$ cat src/design/cmph_pkg.sv
// ---------------------------------------------------------------------------
// cmph_pkg
// widths, angle constants, arctangent table and stage payload type
// ---------------------------------------------------------------------------
package cmph_pkg;

  localparam int AXIS_WIDTH    = 12;
  localparam int CORDIC_STAGES = 16;
  localparam int TABLE_LEN     = 24;
  localparam int NUM_STAGES    = (CORDIC_STAGES < TABLE_LEN) ? CORDIC_STAGES : TABLE_LEN;

  // axes are pre-scaled by 2^16; one bit for the quadrant negate, two for cordic gain
  localparam int SCALE_SHIFT = 16;
  localparam int EXT_W       = AXIS_WIDTH + 1;
  localparam int XY_W        = AXIS_WIDTH + SCALE_SHIFT + 3;

  // angle accumulator: 1/64 degree units with 12 fraction bits
  localparam int ANGLE_FRAC = 12;
  localparam int Z_W        = 27;
  localparam int ANG_W      = 16;
  localparam int HEAD_W     = 15;
  localparam int DECL_W     = 15;

  localparam logic signed [ANG_W-1:0] FULL_TURN    = 16'sd23040;
  localparam logic signed [ANG_W-1:0] HALF_TURN    = 16'sd11520;
  localparam logic signed [ANG_W-1:0] QUARTER_TURN = 16'sd5760;

  localparam logic signed [DECL_W-1:0] DECL_RESET = 15'sd79;
  localparam logic signed [DECL_W-1:0] DECL_MAX   = 15'sd11520;
  localparam logic signed [DECL_W-1:0] DECL_MIN   = -15'sd11520;

  // atan(2^-i) in 1/64 degree, scaled by 2^12
  localparam logic signed [Z_W-1:0] ATAN_TAB [TABLE_LEN] = '{
    27'sd11796480, 27'sd6963869, 27'sd3679517, 27'sd1867780,
    27'sd937515,   27'sd469214,  27'sd234664,  27'sd117339,
    27'sd58671,    27'sd29335,   27'sd14668,   27'sd7334,
    27'sd3667,     27'sd1833,    27'sd917,     27'sd458,
    27'sd229,      27'sd115,     27'sd57,      27'sd29,
    27'sd14,       27'sd7,       27'sd4,       27'sd2
  };

  typedef struct packed {
    logic signed [XY_W-1:0]  x;
    logic signed [XY_W-1:0]  y;
    logic signed [Z_W-1:0]   z;
    logic signed [ANG_W-1:0] base;     // quadrant offset, or exact angle on an axis
    logic                    special;  // axis case, cordic result ignored
  } cmph_item_t;

endpackage

$ cat src/design/cmph_prep.sv
// ---------------------------------------------------------------------------
// cmph_prep
// axis cases, quadrant pre-rotation and scaling into the cordic format
// ---------------------------------------------------------------------------
module cmph_prep (
  input  logic                                clk_i,
  input  logic                                rst_ni,
  input  logic                                in_valid_i,
  output logic                                in_ready_o,
  input  logic signed [cmph_pkg::AXIS_WIDTH-1:0] x_axis_i,
  input  logic signed [cmph_pkg::AXIS_WIDTH-1:0] y_axis_i,
  output logic                                out_valid_o,
  input  logic                                out_ready_i,
  output cmph_pkg::cmph_item_t                out_item_o
);
  import cmph_pkg::*;

  logic signed [EXT_W-1:0] x_ext, y_ext, xr, yr;
  cmph_item_t              item_d, item_q;
  logic                    valid_q;

  assign x_ext = {x_axis_i[AXIS_WIDTH-1], x_axis_i};
  assign y_ext = {y_axis_i[AXIS_WIDTH-1], y_axis_i};

  always_comb begin
    xr             = x_ext;
    yr             = y_ext;
    item_d.base    = '0;
    item_d.special = 1'b0;
    if (y_axis_i == '0) begin
      item_d.special = 1'b1;
      item_d.base    = x_axis_i[AXIS_WIDTH-1] ? HALF_TURN : '0;
    end else if (x_axis_i == '0) begin
      item_d.special = 1'b1;
      item_d.base    = y_axis_i[AXIS_WIDTH-1] ? -QUARTER_TURN : QUARTER_TURN;
    end else if (x_axis_i[AXIS_WIDTH-1]) begin
      // rotate into the right half plane
      if (!y_axis_i[AXIS_WIDTH-1]) begin
        xr          = y_ext;
        yr          = -x_ext;
        item_d.base = QUARTER_TURN;
      end else begin
        xr          = -y_ext;
        yr          = x_ext;
        item_d.base = -QUARTER_TURN;
      end
    end
    item_d.x = {{(XY_W-EXT_W-SCALE_SHIFT){xr[EXT_W-1]}}, xr, {SCALE_SHIFT{1'b0}}};
    item_d.y = {{(XY_W-EXT_W-SCALE_SHIFT){yr[EXT_W-1]}}, yr, {SCALE_SHIFT{1'b0}}};
    item_d.z = '0;
  end

  assign in_ready_o  = !valid_q || out_ready_i;
  assign out_valid_o = valid_q;
  assign out_item_o  = item_q;

  always_ff @(posedge clk_i or negedge rst_ni) begin
    if (!rst_ni) begin
      valid_q <= 1'b0;
    end else if (in_ready_o) begin
      valid_q <= in_valid_i;
    end
  end

  always_ff @(posedge clk_i) begin
    if (in_ready_o && in_valid_i) begin
      item_q <= item_d;
    end
  end

endmodule

$ cat src/design/cmph_cordic.sv
// ---------------------------------------------------------------------------
// cmph_cordic
// vectoring cordic, one registered micro-rotation per stage
// ---------------------------------------------------------------------------
module cmph_cordic (
  input  logic                 clk_i,
  input  logic                 rst_ni,
  input  logic                 in_valid_i,
  output logic                 in_ready_o,
  input  cmph_pkg::cmph_item_t in_item_i,
  output logic                 out_valid_o,
  input  logic                 out_ready_i,
  output cmph_pkg::cmph_item_t out_item_o
);
  import cmph_pkg::*;

  cmph_item_t st_in [NUM_STAGES];
  cmph_item_t st_d  [NUM_STAGES];
  cmph_item_t st_q  [NUM_STAGES];
  logic       vld_in [NUM_STAGES];
  logic       vld_q  [NUM_STAGES];
  logic       rdy    [NUM_STAGES];

  for (genvar i = 0; i < NUM_STAGES; i++) begin : g_stage
    logic signed [XY_W-1:0] xin, yin, dx, dy;

    if (i == 0) begin : g_first
      assign st_in[i]  = in_item_i;
      assign vld_in[i] = in_valid_i;
    end else begin : g_mid
      assign st_in[i]  = st_q[i-1];
      assign vld_in[i] = vld_q[i-1];
    end

    if (i == NUM_STAGES - 1) begin : g_last
      assign rdy[i] = !vld_q[i] || out_ready_i;
    end else begin : g_inner
      assign rdy[i] = !vld_q[i] || rdy[i+1];
    end

    assign xin = st_in[i].x;
    assign yin = st_in[i].y;
    assign dx  = yin >>> i;
    assign dy  = xin >>> i;

    always_comb begin
      st_d[i] = st_in[i];
      if (!yin[XY_W-1]) begin
        st_d[i].x = xin + dx;
        st_d[i].y = yin - dy;
        st_d[i].z = st_in[i].z + ATAN_TAB[i];
      end else begin
        st_d[i].x = xin - dx;
        st_d[i].y = yin + dy;
        st_d[i].z = st_in[i].z - ATAN_TAB[i];
      end
    end

    always_ff @(posedge clk_i or negedge rst_ni) begin
      if (!rst_ni) begin
        vld_q[i] <= 1'b0;
      end else if (rdy[i]) begin
        vld_q[i] <= vld_in[i];
      end
    end

    always_ff @(posedge clk_i) begin
      if (rdy[i] && vld_in[i]) begin
        st_q[i] <= st_d[i];
      end
    end
  end

  assign in_ready_o  = rdy[0];
  assign out_valid_o = vld_q[NUM_STAGES-1];
  assign out_item_o  = st_q[NUM_STAGES-1];

endmodule

$ cat src/design/cmph_post.sv
// ---------------------------------------------------------------------------
// cmph_post
// angle rounding, declination add and wrap into one turn
// ---------------------------------------------------------------------------
module cmph_post (
  input  logic                             clk_i,
  input  logic                             rst_ni,
  input  logic                             decl_we_i,
  input  logic signed [cmph_pkg::DECL_W-1:0] decl_i,
  input  logic                             in_valid_i,
  output logic                             in_ready_o,
  input  cmph_pkg::cmph_item_t             in_item_i,
  output logic                             out_valid_o,
  input  logic                             out_ready_i,
  output logic [cmph_pkg::HEAD_W-1:0]      heading_o
);
  import cmph_pkg::*;

  localparam logic signed [Z_W-1:0] RND_HALF = Z_W'(2 ** (ANGLE_FRAC - 1));
  localparam int                    RND_W    = Z_W - ANGLE_FRAC;

  logic signed [DECL_W-1:0] decl_q, decl_d;
  logic signed [Z_W-1:0]    z_rnd;
  logic signed [ANG_W-1:0]  rnd, ang_d, ang_q, sum, wrap;
  logic [HEAD_W-1:0]        heading_d, heading_q;
  logic                     va_q, vb_q, rdy_a, rdy_b;

  // saturate on write, same as saturating at use
  always_comb begin
    decl_d = decl_i;
    if (decl_i > DECL_MAX) begin
      decl_d = DECL_MAX;
    end else if (decl_i < DECL_MIN) begin
      decl_d = DECL_MIN;
    end
  end

  // round half up, floor shift
  assign z_rnd = in_item_i.z + RND_HALF;
  assign rnd   = {{(ANG_W-RND_W){z_rnd[Z_W-1]}}, z_rnd[Z_W-1:ANGLE_FRAC]};
  assign ang_d = in_item_i.special ? in_item_i.base : in_item_i.base + rnd;

  assign sum = ang_q + {{(ANG_W-DECL_W){decl_q[DECL_W-1]}}, decl_q};

  always_comb begin
    wrap = sum;
    if (sum < 0) begin
      wrap = sum + FULL_TURN;
    end else if (sum > FULL_TURN) begin
      wrap = sum - FULL_TURN;
    end
  end
  assign heading_d = wrap[HEAD_W-1:0];

  assign rdy_b       = !vb_q || out_ready_i;
  assign rdy_a       = !va_q || rdy_b;
  assign in_ready_o  = rdy_a;
  assign out_valid_o = vb_q;
  assign heading_o   = heading_q;

  always_ff @(posedge clk_i or negedge rst_ni) begin
    if (!rst_ni) begin
      decl_q <= DECL_RESET;
      va_q   <= 1'b0;
      vb_q   <= 1'b0;
    end else begin
      if (decl_we_i) begin
        decl_q <= decl_d;
      end
      if (rdy_a) begin
        va_q <= in_valid_i;
      end
      if (rdy_b) begin
        vb_q <= va_q;
      end
    end
  end

  always_ff @(posedge clk_i) begin
    if (rdy_a && in_valid_i) begin
      ang_q <= ang_d;
    end
    if (rdy_b && va_q) begin
      heading_q <= heading_d;
    end
  end

endmodule

$ cat src/design/compass_heading_from_axes_unit.sv
// ---------------------------------------------------------------------------
// compass_heading_from_axes_unit
// heading from level magnetometer x/y axes, atan2 by pipelined cordic
// ---------------------------------------------------------------------------
//
//  channel   direction  handshake                       payload
//  --------  ---------  ------------------------------  ----------------------------
//  input     in         in_valid_i / in_stall_o         x_axis_i, y_axis_i
//  output    out        out_valid_o / out_stall_i       heading_o
//  config    in         declination_offset_we_i         declination_offset_i
//
//  one beat per cycle sustained while the output is not stalled; the path is one
//  prep stage, one cordic stage per micro-rotation, sixteen by default, and two post stages
//  every stage holds its beat on a stall and moves up into a free slot, so a
//  stalled output only backs up the input once all stages are full
//  reset clears all valid bits and loads the declination register with 79
//  no clearing pass and no warm-up after reset
//
module compass_heading_from_axes_unit (
  input  logic                                clk_i,
  input  logic                                rst_ni,
  // input beat
  input  logic                                in_valid_i,
  output logic                                in_stall_o,
  input  logic signed [cmph_pkg::AXIS_WIDTH-1:0] x_axis_i,
  input  logic signed [cmph_pkg::AXIS_WIDTH-1:0] y_axis_i,
  // result beat
  output logic                                out_valid_o,
  input  logic                                out_stall_i,
  output logic [cmph_pkg::HEAD_W-1:0]         heading_o,
  // declination register
  input  logic                                declination_offset_we_i,
  input  logic signed [cmph_pkg::DECL_W-1:0]  declination_offset_i
);
  import cmph_pkg::*;

  // prep -> cordic
  logic       prep_ready, prep_valid, cordic_ready;
  cmph_item_t prep_item;
  // cordic -> post
  logic       cordic_valid, post_ready;
  cmph_item_t cordic_item;

  // axis cases are resolved here and then ride along the cordic unused
  cmph_prep u_prep (
    .clk_i       (clk_i),
    .rst_ni      (rst_ni),
    .in_valid_i  (in_valid_i),
    .in_ready_o  (prep_ready),
    .x_axis_i    (x_axis_i),
    .y_axis_i    (y_axis_i),
    .out_valid_o (prep_valid),
    .out_ready_i (cordic_ready),
    .out_item_o  (prep_item)
  );

  // vector is driven onto the positive x axis, z collects the angle
  cmph_cordic u_cordic (
    .clk_i       (clk_i),
    .rst_ni      (rst_ni),
    .in_valid_i  (prep_valid),
    .in_ready_o  (cordic_ready),
    .in_item_i   (prep_item),
    .out_valid_o (cordic_valid),
    .out_ready_i (post_ready),
    .out_item_o  (cordic_item)
  );

  // last stage of post is the output register
  cmph_post u_post (
    .clk_i       (clk_i),
    .rst_ni      (rst_ni),
    .decl_we_i   (declination_offset_we_i),
    .decl_i      (declination_offset_i),
    .in_valid_i  (cordic_valid),
    .in_ready_o  (post_ready),
    .in_item_i   (cordic_item),
    .out_valid_o (out_valid_o),
    .out_ready_i (!out_stall_i),
    .heading_o   (heading_o)
  );

  assign in_stall_o = !prep_ready;

endmodule

$ cat config.mk
export PLATFORM = sky130hd
export DESIGN_NAME = compass_heading_from_axes_unit
export DESIGN_NICKNAME = d
export VERILOG_FILES = /design/src/design/cmph_pkg.sv /design/src/design/cmph_prep.sv /design/src/design/cmph_cordic.sv /design/src/design/cmph_post.sv /design/src/design/compass_heading_from_axes_unit.sv
export SDC_FILE = /design/constraint.sdc
export NUM_CORES = 2
export LEC_CHECK = 0
export ABC_AREA = 1
export BUFFER_PORTS_ARGS = -buffer_cell sky130_fd_sc_hd__buf_2
export CORE_ASPECT_RATIO = 1.75
export CORE_MARGIN = 2
export CORE_UTILIZATION = 55
export DETAILED_ROUTE_END_ITERATION = 10
export GPL_ROUTABILITY_DRIVEN = 0
export MAX_ROUTING_LAYER = met4
export PLACE_DENSITY = 0.76
export SYNTH_ARGS = -nofsm -noshare
export SYNTH_HDL_FRONTEND = slang
export SYNTH_SLANG_ARGS = --single-unit
$ cat constraint.sdc
create_clock -name clk_i -period 7.45 [get_ports clk_i]
set_input_delay 1.1175 -clock clk_i [delete_from_list [all_inputs] [get_ports clk_i]]
set_output_delay 1.1175 -clock clk_i [all_outputs]
set_load 0.005 [all_outputs]
==> results.cfg <==
[route]
post_drt_wl_per_cell_um = 20.93
wl_met3_mm = 22.32
drtIter0Drc = 6859
drt-met1-wl_mm = 91.71
drt-vias-per-instance = 6.053
drcViolationCount = 0
dr.pass1.iters = 7
ant_nets = 0
wl_met2_mm = 165.5
vias = 94100
dr.max_layer_used = met4
finalWirelength_mm = 325.4

[global_route]
grt_pass1_wl_mm = 501.4
grt_max_degree = 95
grt_overflow_total = 0
antenna_found_initial = 18
grt_usage = 0.3391
first_global_vias = 96120

[yosys]
ys_top_cells_by_area = edfxtp_1 (35%), ha_1 (13%), xor2_1 (8.5%), nand2_1 (8.4%), a21oi_1 (5.9%)
synthArstFlopShare = 0.02650
synth.distinct_cells = 67
ys_warn_count = 0
synth-edff-count = 1249
syn-cell-area_mm2 = 0.1061
synthCells = 12670
yosys.area.top_type = edfxtp_1
synth.top_cell.area_share = 0.3534
avgSynthCellArea_um2 = 8.378
ys_seq_area_frac = 0.3615
syn_nets = 13870
ys_seq_elements = 1283
ys.flop_type = edfxtp_1

[worst_setup_path]
crit_fanout = 6
cp-startpoint = u_cordic.st_q[1][405]
worstPathArrival_ns = 5.54
cp.required_ns = 7.95
critPathLaunchType = register
crit_type = reg2reg
reg2reg_from = u_cordic.st_q[1][405]
endpoint_kind = register

[sta]
slew-limit-headroom = -0.09348
finalCritPeriodShare = 0.6770
setup_viol = 0
fin_skew_ns = 0.09134
rsz0062_at_grt = no
max_freq_mhz = 198.3
fin_crit_ns = 5.044
max_slew.worst_pin.slew_ns = 1.629
finalSetupTns_ns = 0
finalWorstSetupSlack_ns = 2.406
hold_viol_final = 0
slew_viol_final = 2
holdWs_ns = 0.4137

[clock_tree]
cts-buffers-inserted = 138
cts_max_path_buffers = 4
ctsResizeCount = 0
cts_tree = yes
postCtsSetupRepairBufs = 0
clk_latency_ns = 0.83
ctsHtreeMaxLevel = 4
hold_buffers = 0
cts_num_sinks = 1283
root_buffer = clkbuf_16
path_clk_slew_ns = 0.06

[die]
dieArea_mm2 = 0.1966
die_y_um = 585.1
start_util = 0.5523
coreArea_mm2 = 0.1922
fp-row-count = 213
dieWidth_um = 336.1
io_pins = 61

[layout]
layout-drive-gt1-share = 0.03729
layout.nets = 14030
area_growth_pct = 7.801
nFillCells = 16160

[run_status]
status = complete, but fails checks
failed_checks = capacitance limit, slew limit

[min_path]
min_from = u_cordic.st_q[0][538]
holdCritPathClass = reg2reg

[placed_design]
portBuffers = 60
dp_hpwl_mm = 254.5
preCtsSetupSlack_ns = 2.886

[job]
drv_cap = 1
[metrics by stage]
step | cell area (um2) | instances | utilization
floorplan | 106100 | 12670 | -
global placement | 109800 | 15270 | 0.5713
detailed placement | 109800 | 15270 | 0.5713
CTS | 114300 | 15500 | 0.5947
global route | 114400 | 15540 | 0.5953
finish | 114400 | 15550 | 0.5954
[flip-flops by register name (all words and copies together), names as in the netlist]
register              cells
u_prep.out_item_o        32
u_cordic.vld_in          15
u_cordic.st_q          1186
u_post.ang_q             16
u_cordic.out_valid_o      1
u_post.va_q               1
u_post.heading_o         15
u_post.out_valid_o        1
u_prep.out_valid_o        1
u_post.decl_q            15
[worst max-delay path: stages (launching register included)]
cell	delay, ns
edfxtp_1	0.44
inv_1	0.12
ha_1	0.22
nand4_1	0.15
nor3_1	0.83
nand3_1	0.22
nor3_1	0.37
nand3_1	0.21
nand2_1	0.22
o21ai_0	0.14
ha_1	0.39
nand2_1	0.12
nor4_1	0.37
nand3b_1	0.13
nand3_1	0.22
nand2_1	0.10
o211ai_1	0.18
nand3_1	0.16
nand3_1	0.10
nand2_1	0.06
[Yosys cell counts, drive strengths merged, types with 147 or more instances]
cell and n:
a21o 147, a21oi 1259, edfxtp 1249, ha 1123
inv 1489, nand2 2377, nand3 476, nand4 180
nor2 1066, nor3 329, o21ai 668, xnor2 432
xor2 1038
[cells in the final DEF (no fill, tap or decap), types with 22 or more instances in the layout]
cell / count
buf_4: 58
nor4_1: 80
o21ai_0: 573
a31oi_1: 73
xnor2_1: 432
o21bai_1: 85
o21a_1: 52
a21boi_0: 64
clkbuf_16: 140
a21o_1: 147
clkinv_2: 24
or2_2: 26
o31ai_1: 51
a21oi_1: 1255
o211ai_1: 32
buf_2: 60
nand2_1: 2366
fa_1: 38
clkinv_1: 22
nand3_1: 469
ha_1: 1123
nor3_2: 25
nand4_1: 175
nand3b_1: 38
nor2_1: 1042
o21ai_1: 89
xor2_1: 1031
inv_1: 1473
nor3_1: 300
edfxtp_1: 1249
dfrtp_1: 29
diode_2: 42
[routing by layer]
layer,track usage,vias to the layer above
met2,0.6069,4322
met5,-,-
met3,0.08686,2448
met4,0.3831,0
met1,0.2541,43360
li1,-,43960
[cell type report]
cell class                 count  area, um2  share of cell area
tap                         2580       3228             0.02821
clock buffer                 166       3651             0.03191
antenna                       42      105.1           0.0009186
sequential                  1283      38360              0.3353
clock inverter                71      845.8            0.007393
multi-input combinational   9789      61860              0.5407
inverter                    1497       5627             0.04918
timing repair buffer         118      735.7            0.006430
[cell families (layout without fill, tap and decap cells)]
kind of cell | count (synthesis) | count (layout) | share of synthesized area
buffers and inverters | 1596 | 1852 | 0.05661
and+or+nand+nor | 4598 | 4598 | 0.1842
adders and majority gates | 1161 | 1161 | 0.1396
xor gates and xnor gates | 1470 | 1470 | 0.1215
DFF | 1283 | 1283 | 0.3615
other | 0 | 42 | 0
AOI/OAI and AO/OA | 2560 | 2560 | 0.1366
[worst paths after layout]
check	to	slack [ns]	depth (start not counted)
max	u_cordic.st_q[1][495]	2.41	19
min	u_cordic.st_q[0][644]	0.41	0
max reg2reg	u_cordic.st_q[1][495]	2.41	19
min reg2reg	u_cordic.st_q[0][644]	0.41	0
max in group asynchronous	u_cordic.vld_in[12]	6.37	1
min in group asynchronous	u_post.decl_q[5]	0.47	1
Power is left out: the tool's default activity adds up to more than one toggle a clock period on the data nets, which glitch-free logic cannot reach.
